[src/ptp_pkg.sv]
// ptp_pkg: shared widths, kinds and item types for the point/triangle projection block.
// Used by every module under src; depends on nothing.
package ptp_pkg;

	localparam int COORD_W  = 32;
	localparam int DIFF_W   = 33;
	localparam int PP_W     = 66;
	localparam int DOT_W    = 68;
	localparam int HALF_W   = DOT_W / 2;
	localparam int PROD_W   = 2 * DOT_W;
	localparam int NUM_W    = PROD_W + 2;
	localparam int DIV_W    = PROD_W;
	localparam int WT_W     = 31;
	localparam int NUM_DOTS = 7;
	localparam int QPTR_W   = 2;
	localparam int QDEPTH   = 1 << QPTR_W;
	localparam int QCNT_W   = QPTR_W + 1;

	typedef logic signed [DIFF_W-1:0] diff_t;
	typedef logic signed [PP_W-1:0]   pp_t;
	typedef logic signed [DOT_W-1:0]  dot_t;
	typedef logic signed [PROD_W-1:0] prod_t;
	typedef logic signed [NUM_W-1:0]  num_t;

	typedef struct packed {
		logic signed [COORD_W-1:0] x;
		logic signed [COORD_W-1:0] y;
		logic signed [COORD_W-1:0] z;
	} ptp_pt_t;

	typedef enum logic [2:0] {
		KIND_INTERIOR,
		KIND_DEGEN,
		KIND_EDGE_BC,
		KIND_EDGE_AC,
		KIND_EDGE_AB
	} ptp_kind_t;

	// num0/num1 never exceed den; both lanes share den
	typedef struct packed {
		ptp_kind_t        kind;
		logic [DIV_W-1:0] num0;
		logic [DIV_W-1:0] num1;
		logic [DIV_W-1:0] den;
	} ptp_item_t;

endpackage

[src/ptp_queue.sv]
// ptp_queue: small FIFO of classified items between front and back.
// Depends on ptp_pkg.
module ptp_queue (
	input  logic                clk,
	input  logic                arst_n,
	input  logic                push,
	input  ptp_pkg::ptp_item_t  wr_item,
	output logic                full,
	input  logic                pop,
	output logic                empty,
	output ptp_pkg::ptp_item_t  rd_item
);
	import ptp_pkg::*;

	ptp_item_t          mem_q [QDEPTH];
	logic [QPTR_W-1:0]  wr_ptr_q, rd_ptr_q;
	logic [QCNT_W-1:0]  cnt_q;
	logic               do_push, do_pop;

	assign full    = cnt_q == QCNT_W'(QDEPTH);
	assign empty   = cnt_q == '0;
	assign do_push = push && !full;
	assign do_pop  = pop && !empty;
	assign rd_item = mem_q[rd_ptr_q];

	always_ff @(posedge clk or negedge arst_n) begin
		if (!arst_n) begin
			wr_ptr_q <= '0;
			rd_ptr_q <= '0;
			cnt_q    <= '0;
		end else begin
			if (do_push) wr_ptr_q <= wr_ptr_q + 1'b1;
			if (do_pop) rd_ptr_q <= rd_ptr_q + 1'b1;
			if (do_push && !do_pop) cnt_q <= cnt_q + 1'b1;
			else if (do_pop && !do_push) cnt_q <= cnt_q - 1'b1;
		end
	end

	always_ff @(posedge clk) begin
		if (do_push) mem_q[wr_ptr_q] <= wr_item;
	end

endmodule

[config.mk]
export PLATFORM = sky130hd
export DESIGN_NAME = ptp_queue
export DESIGN_NICKNAME = d
export VERILOG_FILES = /design/src/ptp_pkg.sv /design/src/ptp_queue.sv
export SDC_FILE = /design/constraint.sdc
export NUM_CORES = 1
export LEC_CHECK = 0
export BUFFER_PORTS_ARGS = -buffer_cell sky130_fd_sc_hd__buf_4
export CAP_MARGIN = 40
export CORE_ASPECT_RATIO = 1.5
export CORE_MARGIN = 5
export CORE_UTILIZATION = 40
export CTS_CLUSTER_SIZE = 16
export DETAILED_ROUTE_END_ITERATION = 10
export PLACE_DENSITY = 0.63
export SLEW_MARGIN = 0
export SYNTH_ARGS = -nofsm -noshare
export SYNTH_HDL_FRONTEND = slang
export SYNTH_SLANG_ARGS = --single-unit
[constraint.sdc]
create_clock -name clk -period 25.5 [get_ports clk]
set_clock_uncertainty 0.05 [all_clocks]
set_input_delay 2.55 -clock clk [delete_from_list [all_inputs] [get_ports clk]]
set_output_delay 2.55 -clock clk [all_outputs]
set_load 0.03 [all_outputs]
==> results of run 1 <==
-- worst paths after layout --
| path | start | end | slack [ns] | cells past startpoint |
|---|---|---|---|---|
| setup / recovery | rd_ptr_q[0] | rd_item[203] | 18.47 | 7 |
| max in group asynchronous | arst_n | rd_ptr_q[0] | 23.73 | 1 |
| hold / removal | cnt_q[2] | cnt_q[2] | 0.45 | 1 |
| setup reg to reg | cnt_q[2] | mem_q[0][213] | 21.03 | 6 |
| hold reg to reg | cnt_q[2] | cnt_q[2] | 0.45 | 1 |
| min in group asynchronous | arst_n | cnt_q[1] | 1.53 | 1 |
-- where the power goes --
part           switching, mW  internal, mW  leakage, nW
clock network          0.969          1.22         2.35
registers              0.124          3.58         15.1
logic                   2.17          1.35         7.10
total                   3.27          6.16         24.6
-- metal layers --
layer  GRT usage (%)  vias up  wire [µm]
li1                -    11400          -
met2            26.0     1137      62900
met4            4.56       56       2760
met3            10.1      237      19600
met1            21.6    14200      52200
met5               0        -        379
-- through the flow --
step	hold WS [ns]	std cells	power, mW	area [µm²]	utilization, %
after floorplan	0.397	2183	6.25	59800	-
after global placement	0.430	4875	7.29	68000	45.9
after detailed placement	0.449	4891	7.36	68400	46.2
after CTS	0.465	5167	9.57	73200	49.4
after global routing	0.471	5171	9.84	73300	49.4
final	0.453	5186	9.43	73300	49.4
-- cell usage after synthesis --
master,count,area share [%]
and2_1,4,0.042
buf_2,43,0.36
buf_4,3,0.038
buf_6,42,0.79
clkbuf_1,5,0.031
dfrtp_1,7,0.29
edfxtp_1,1644,83
fa_1,1,0.034
ha_1,5,0.10
inv_1,4,0.025
mux2_2,2,0.038
mux4_2,411,15
nand2_1,1,0.0063
nand3_1,1,0.0084
nor2_1,1,0.0063
nor2b_1,1,0.010
nor3b_1,1,0.013
or3_1,1,0.010
xnor2_1,4,0.059
xor2_1,2,0.029
-- layout by cell type, fill, tap and decap left out, types with 9 or more instances in the layout --
cell / count
buf_16: 14
clkinv_2: 27
bufinv_16: 9
clkbuf_16: 156
mux4_2: 411
diode_2: 19
buf_4: 852
buf_12: 10
clkinv_1: 36
edfxtp_1: 1644
clkbuf_1: 29
-- state kept, by name, summed over array words and instances (netlist names) --
signal and cells:
cnt_q 3, mem_q 1644, rd_ptr_q 2, wr_ptr_q 2
-- cell families (layout without fill, tap and decap cells) --
logic type / count (synthesis) / after routing / share of synthesized area, %
flip-flops: 1651 / 1651 / 82.9
multiplexers: 413 / 413 / 15.5
buffers and inverters: 97 / 1156 / 1.25
AND/OR/NAND/NOR: 10 / 10 / 0.0963
adder cells (fa/ha/maj): 6 / 6 / 0.138
XOR/XNOR: 6 / 6 / 0.0879
other: 0 / 19 / 0
-- critical path, cell delays in order, from the launching register on --
cell and delay, ns:
dfrtp_4 0.91, buf_4 0.72, buf_4 0.32, buf_16 0.28, buf_4 0.23, buf_16 0.28
mux4_2 0.58, buf_4 0.19
-- cell type report --
| class | count | area [µm²] |
|---|---|---|
| fill | 11800 | 75000 |
| sequential | 1651 | 49600 |
| multi-input combinational | 435 | 9480 |
| timing repair buffer | 876 | 6980 |
| clock buffer | 185 | 4010 |
| tap | 1925 | 2410 |
| clock inverter | 91 | 800 |
| antenna | 19 | 47.5 |
| inverter | 4 | 15.0 |
==> reports/metrics.csv, run 1 <==
stage,metric,value,unit
timing,rsz0062_at_grt,false,
placed_design,io_buffers,827,
timing,fmax,142,MHz
power_and_ir_drop,cellPowerDensity,129,nW/µm²
timing,fin_setup_tns,0,ns
cells_and_area,final_nets,3542,
synth,synth.net_count,2604,
timing,setup_ws,18.47,ns
die,die_w,326,µm
grt,antenna_found_initial,54,
routing,drc,0,
clocking,cts_made_buffers,153,
grt,grt_pass1_wl,201000,µm
clocking,cts_max_level,4,
power_and_ir_drop,irDropWorstVdd,0.0000936,V
timing,slew_viol_final,0,
worst_setup_path,cp-end-kind,primary output,
clocking,hold_buffers,0,
routing,drt_pass1_iterations,7,
clocking,cts-root-buf,clkbuf_16,
clocking,path_clk_slew,0.07,ns
synth,netlist_instances,2183,
synth,syn_avg_cell_area,27.4,µm²
timing,finalSetupViolCount,0,
cells_and_area,syn_to_final_growth,22.7,%
routing,via_per_inst,5.21,
timing,min_period_over_period,27.6,%
clocking,clock_latency,0.77,ns
grt,grt_pass1_vias,28700,
die,initial_core_util,40.3,%
synth,ys_seq_elements,1651,
die,rows,173,
routing,wirelength,138000,µm
die,ioPinCount,828,
cells_and_area,drive_gt1_share,46.5,%
grt,gr-usage-all-layers,17.3,%
clocking,ctsResizeCount,0,
routing,drt_iter0_drc,1908,
outcome,status,finished clean,
synth,syn_area,59800,µm²
power_and_ir_drop,p_leak,24.6,nW
placed_design,detailedPlace.worstSlack,18.96,ns
die,dieArea,157000,µm²
routing,wl_per_cell,26.6,µm
placed_design,hpwl,90000,µm
synth,yosysWarningCount,0,
routing,drtAntennaViolNets,0,
worst_setup_path,arrival,4.43,ns
timing,tightest_slew,1.10,ns
placed_design,gp_congestion,0.750,
worst_setup_path,required,22.90,ns
die,die_y,483,µm
synth,yosysUniqueCellTypes,20,
timing,relSlewSlack,26.5,%
die,coreArea,148000,µm²
routing,vias,27000,
timing,finalHoldViolations,0,
grt,gr-total-overflow,0,
clocking,cts_tree,built,
timing,layout_min_cycle_time,7.03,ns
clocking,cts.sinks,1651,
worst_setup_path,worstSetupPathType,reg2out,
synth,yosysSeqAreaShare,82.9,%
clocking,postCtsSetupBuffers,0,
min_path,hp-class,reg2reg,
worst_setup_path,path_max_fanout,40,
worst_setup_path,startpoint_type,flip-flop,
flow_run,drv_cap,0,
grt,grt_max_degree,140,
clocking,clk_path_buf_depth,3,
Note: power is estimated with default switching activity, not from simulation.
==> run 2, diff against run 1 <==
clock period = 6.56 ns   (was 25.5 ns; I/O delays follow)
==> run 2 against run 1 <==
  * Sequential power increased to 3.9 times the previous value
  * Power grew to 3.9 times the previous value
  * Hold slack worse by 0.38 ns
  * Combinational power rose to 3.9 times the previous value
  * Die area did not move
  * Setup slack lost 16 ns
  * Final area rose by 5.6%
  * Critical path type unchanged
  * Critical endpoint is now rd_item[216]
  * Largest power group unchanged
==> reports/metrics.csv, run 2 (same netlist as run 1, synthesis figures left out) <==
stage,metric,value,unit,change
outcome,status,finished clean,,
cells_and_area,syn_to_final_growth,29.5,%,
timing,whs,0.0751,ns,-0.378 ns
grt,grt_max_degree,132,,-5.7%
worst_setup_path,arrival,3.39,ns,-1.04 ns
min_path,hp-class,in2reg,,
power_and_ir_drop,intPower,24.2,mW,+290%
placed_design,io_buffers,827,,unchanged
clocking,cts.sinks,1651,,unchanged
cells_and_area,top_regs,"mem_q (1644), cnt_q (3)",,
worst_setup_path,startpoint_type,flip-flop,,
power_and_ir_drop,p_leak,26.3,nW,+6.9%
routing,drt_iter0_drc,2052,,+7.5%
worst_setup_path,cp-end-kind,primary output,,
routing,drtAntennaViolNets,0,,unchanged
routing,wl_per_cell,25.0,µm,-6.0%
timing,finalHoldViolations,0,,unchanged
placed_design,gp_congestion,0.760,,+1.4%
placed_design,hpwl,91500,µm,+1.8%
clocking,cts-root-buf,clkbuf_16,,
grt,gr-total-overflow,0,,unchanged
placed_design,detailedPlace.worstSlack,3.17,ns,-15.79 ns
routing,vias,28600,,+5.9%
die,ioPinCount,828,,unchanged
cells_and_area,drive_gt1_share,41.2,%,-5.2 points
routing,drc,0,,unchanged
power_and_ir_drop,irDropWorstVdd,0.000372,V,+300%
cells_and_area,top_register,mem_q,,
die,die_w,326,µm,unchanged
die,rows,173,,unchanged
worst_setup_path,required,5.85,ns,-17.05 ns
routing,drt_pass1_iterations,5,,-2
die,die_y,483,µm,unchanged
power_and_ir_drop,power,36.9,mW,+290%
timing,slew_viol_final,0,,unchanged
cells_and_area,largest_reg_flops,1644,,unchanged
timing,min_period_over_period,62.4,%,
routing,wirelength,140000,µm,+1.9%
routing,via_per_inst,5.09,,-2.3%
die,coreArea,148000,µm²,unchanged
placed_design,placed_area,68400,µm²,-0.11%
grt,grt_pass1_vias,30600,,+6.6%
grt,antenna_found_initial,44,,-19%
power_and_ir_drop,sw_frac_of_total,34.5,%,-0.20 points
cells_and_area,finalNonFillerCells,5620,,+8.4%
worst_setup_path,worstSetupPathType,reg2out,,
timing,relSlewSlack,33.6,%,+7.1 points
clocking,clk_path_buf_depth,3,,unchanged
clocking,path_clk_slew,0.06,ns,about the same
timing,fmax,244,MHz,
power_and_ir_drop,power_frac_clock,23.4,%,+0.2 points
cells_and_area,finalInstanceArea,77400,µm²,+5.6%
power_and_ir_drop,cellPowerDensity,477,nW/µm²,+270%
die,initial_core_util,40.3,%,unchanged
timing,rsz0062_at_grt,false,,
die,dieArea,157000,µm²,unchanged
cells_and_area,final_nets,3959,,+12%
worst_setup_path,path_max_fanout,99,,+150%
timing,layout_min_cycle_time,4.09,ns,
clocking,postCtsSetupBuffers,0,,unchanged
power_and_ir_drop,pwr-share-comb,37.4,%,about the same
power_and_ir_drop,seq_power_share,39.1,%,-0.2 points
placed_design,dp.cells,4902,,+0.22%
cells_and_area,layout_common_cells,"edfxtp_1 (1644), buf_4 (867), mux4_2 (411), dlygate4sd3_1 (404), clkbuf_16 (158)",,
timing,fin_setup_tns,0,ns,unchanged
clocking,cts_max_level,4,,unchanged
timing,tightest_slew,0.996,ns,-0.107 ns
grt,gr-usage-all-layers,17.6,%,+0.28 points
cells_and_area,final_util,52.2,%,+2.8 points
power_and_ir_drop,p_switching,12.7,mW,+290%
clocking,cts_made_buffers,155,,+1.3%
timing,finalSetupViolCount,0,,unchanged
timing,setup_ws,2.47,ns,-16.00 ns
flow_run,drv_cap,0,,unchanged
cells_and_area,layout_commonest_cell,edfxtp_1,,
clocking,cts_tree,built,,
grt,grt_pass1_wl,207000,µm,+3.3%
clocking,clock_latency,0.76,ns,about the same
run 2: power groups by stage:
| stage | clock network [mW] | registers (mW) | logic (mW) |
|---|---|---|---|
| 2_1_floorplan | 0 | 15.0 | 8.88 |
| 3_3_place_gp | 0 | 14.6 | 13.8 |
| 3_5_place_dp | 0 | 14.7 | 13.8 |
| 4_1_cts | 8.89 | 14.5 | 14.0 |
| 5_1_grt | 9.34 | 14.6 | 14.5 |
| 6_report | 8.65 | 14.4 | 13.8 |
run 2: final timing paths:
path	start	to	slack, ns	cells past startpoint
worst min register to register	cnt_q[2]	cnt_q[2]	0.43	1
max in group asynchronous	arst_n	rd_ptr_q[1]	6.09	2
worst max register to register	cnt_q[2]	mem_q[0][123]	3.53	5
min in group asynchronous	arst_n	cnt_q[1]	0.22	2
worst max-delay path	rd_ptr_q[0]	rd_item[216]	2.47	3
worst min-delay path	wr_item[311]	mem_q[2][311]	0.08	1
run 2: metal layers:
layer | track usage, % | wire length [µm] | up-vias
met5 | 0 | 140 | -
met4 | 4.76 | 3130 | 24
met3 | 8.54 | 17600 | 198
met2 | 26.9 | 64700 | 1230
met1 | 22.7 | 54800 | 14900
li1 | - | - | 12300
run 2: worst max-delay path: stages, from the launching register on:
cell	delay [ns]
dfrtp_4	0.89
buf_12	0.62
mux4_2	0.62
buf_4	0.20
run 2: repair_timing:
action,in CTS,in global routing
hold buffers,404,0
resized for setup,0,0
hold endpoints to repair,1617,0
run 2: final cells by class:
type                    instances  area (µm²)
flip-flops and latches       1651       49600
clock inverters                76         763
diodes                         39        97.6
clock buffers                 199        4130
multi-input cells             435        9480
inverters                       4        15.0
repair buffers               1291       11000
fillers                     11400       70900
well taps                    1925        2410
==> run 3, diff against run 2 <==
clock period = 4.08 ns   (was 6.56 ns; I/O delays follow)
==> run 3 against run 2 <==
  * Power increased by 62%
  * Flip-flop and latch count did not move
  * Final area grew 0.53%
  * Setup slack got worse by 1.7 ns
  * Combinational power grew 64%
  * Hold slack better by 0.0056 ns
  * Critical path depth is 1 higher
  * Clock-buffer cell count down 10
  * Final cell count increased by 0.28%
  * Die area stayed put
  * Largest cell class unchanged
==> reports/metrics.csv, run 3 (same netlist as run 1, synthesis figures left out) <==
stage,metric,value,unit,change
cells_and_area,nFillCells,11300,,-0.69%
grt,grt_pass1_wl,210000,µm,+1.4%
worst_setup_path,worstReg2RegEnd,mem_q[3][49],,
cells_and_area,top_register,mem_q,,
worst_setup_path,slowest_stage,dfrtp_4,,
grt,antenna_found_initial,47,,+6.8%
cells_and_area,final_nets,3979,,+0.51%
die,coreArea,148000,µm²,unchanged
timing,fmax,300,MHz,
worst_setup_path,arrival,2.87,ns,-0.52 ns
die,rows,173,,unchanged
cells_and_area,top_regs,"mem_q (1644), cnt_q (3)",,
routing,drt_iter0_drc,2198,,+7.1%
worst_setup_path,worstSetupPathType,reg2out,,
clocking,cts_max_level,4,,unchanged
die,die_w,326,µm,unchanged
clocking,cts_tree,built,,
worst_setup_path,cp_num_buf_inv,3,,+1
worst_setup_path,cp_cell_sequence,buf_12 > buf_12 > mux4_2 > buf_4,,
clocking,cts.sinks,1651,,unchanged
flow_run,drv_cap,0,,unchanged
grt,grt_max_degree,98,,-26%
timing,finalSetupViolCount,0,,unchanged
clocking,cts_made_buffers,153,,-1.3%
cells_and_area,final_util,52.5,%,+0.28 points
die,die_y,483,µm,unchanged
placed_design,gp_congestion,0.791,,+4.1%
cells_and_area,largest_reg_flops,1644,,unchanged
worst_setup_path,critPathTopFamily,buffers and inverters,,
clocking,postCtsSetupBuffers,0,,unchanged
worst_setup_path,path_max_fanout,35,,-65%
timing,rsz0062_at_grt,false,,
cells_and_area,drive_gt1_share,41.5,%,+0.30 points
clocking,path_clk_slew,0.06,ns,about the same
routing,drc,0,,unchanged
power_and_ir_drop,p_leak,26.5,nW,+0.77%
cells_and_area,layout_common_cells,"edfxtp_1 (1644), buf_4 (863), dlygate4sd3_1 (413), mux4_2 (411), clkbuf_16 (156)",,
worst_setup_path,slowest_delay,0.65,ns,-0.24 ns
worst_setup_path,cp-end-kind,primary output,,
timing,finalHoldViolations,0,,unchanged
timing,layout_min_cycle_time,3.33,ns,
die,initial_core_util,40.3,%,unchanged
timing,relSlewSlack,51.5,%,+18 points
placed_design,io_buffers,827,,unchanged
power_and_ir_drop,irDropWorstVdd,0.000549,V,+48%
routing,wl_per_cell,25.4,µm,+1.8%
grt,grt_pass1_vias,30700,,+0.34%
worst_setup_path,r2r_slack,1.37,ns,-2.16 ns
die,ioPinCount,828,,unchanged
worst_setup_path,required,3.62,ns,-2.23 ns
worst_setup_path,crit-reg2reg-launch,cnt_q[2],,
cells_and_area,finalInstanceArea,77800,µm²,+0.53%
outcome,status,finished clean,,
power_and_ir_drop,cellPowerDensity,768,nW/µm²,+61%
clocking,cts-root-buf,clkbuf_16,,
worst_setup_path,crit_top_cell,buf_12,,
routing,via_per_inst,5.13,,+0.83%
clocking,clock_latency,0.75,ns,about the same
worst_setup_path,startpoint_type,flip-flop,,
clocking,clk_path_buf_depth,3,,unchanged
cells_and_area,layout_commonest_cell,edfxtp_1,,
clocking,ctsResizeCount,0,,unchanged
routing,vias,28900,,+1.1%
cells_and_area,syn_to_final_growth,30.2,%,
placed_design,placed_area,68700,µm²,+0.47%
placed_design,hpwl,93300,µm,+1.9%
timing,slew_viol_final,0,,unchanged
routing,wirelength,143000,µm,+2.1%
worst_setup_path,ff2ff_path_depth,4,,-1
routing,drt_pass1_iterations,7,,+2
timing,tightest_slew,0.727,ns,-0.269 ns
timing,min_period_over_period,81.6,%,
routing,drtAntennaViolNets,0,,unchanged
min_path,hp-class,in2async,,
die,dieArea,157000,µm²,unchanged
grt,gr-total-overflow,0,,unchanged
grt,gr-usage-all-layers,17.9,%,+0.36 points
[run 3: routing by layer]
metal	routed length, µm	part of all wire, %	up-vias	track usage, %
met5	248	0.17	-	0
met4	4070	2.8	38	5.74
met3	16700	12	243	8.09
met2	66300	46	1211	27.5
met1	55900	39	15100	23.1
li1	-	-	12300	-
[run 3: worst register-to-register path: cells and delay by family (launching register included)]
| kind | cells | cell delay, ns |
|---|---|---|
| buf+inv | 1 | 0.50 |
| simple gates | 3 | 1.29 |
| flops | 1 | 0.40 |
[run 3: worst max path at each step]
stage,from,end,slack [ns],cells after the start
2_1_floorplan,cnt_q[2],mem_q[0][0],-0.11,4
3_3_place_gp,cnt_q[2],mem_q[3][144],1.37,4
3_5_place_dp,cnt_q[2],mem_q[3][144],1.30,4
4_1_cts,rd_ptr_q[0],rd_item[17],0.62,4
5_1_grt,rd_ptr_q[0],rd_item[186],0.57,4
6_report,rd_ptr_q[0],rd_item[186],0.75,4
[run 3: stage by stage]
stage	instances	total power [mW]	TNS (ns)	hold slack (ns)	worst slack [ns]
final	5636	59.7	0	0.0807	0.750
after global routing	5623	62.3	0	0.0454	0.571
after CTS	5605	60.6	0	0.0241	0.620
after global placement	4915	46.0	0	0.183	1.37
after floorplan	2183	37.8	-176.30	0.0624	-0.107
after detailed placement	4915	46.1	0	0.185	1.30
[run 3: where the power goes]
group	switching [mW]	internal (mW)
clock	6.09	7.89
combinational	13.8	8.84
sequential	0.731	22.4
total	20.7	39.1
[run 3: repair_timing]
action / in CTS / in global routing
endpoints found under the setup margin: 0 / 0
endpoints found under the hold margin: 1653 / 0
hold buffers: 413 / 0
[run 3: final cells by class]
cell class | instances | area (µm²) | area share [%]
Inverter | 4 | 15.0 | 0.0193
Tap cell | 1925 | 2410 | 3.10
Sequential cell | 1651 | 49600 | 63.7
Multi-Input combinational cell | 435 | 9490 | 12.2
Antenna cell | 31 | 77.6 | 0.0997
Timing Repair Buffer | 1313 | 11400 | 14.6
Clock buffer | 189 | 4030 | 5.18
Clock inverter | 88 | 882 | 1.13
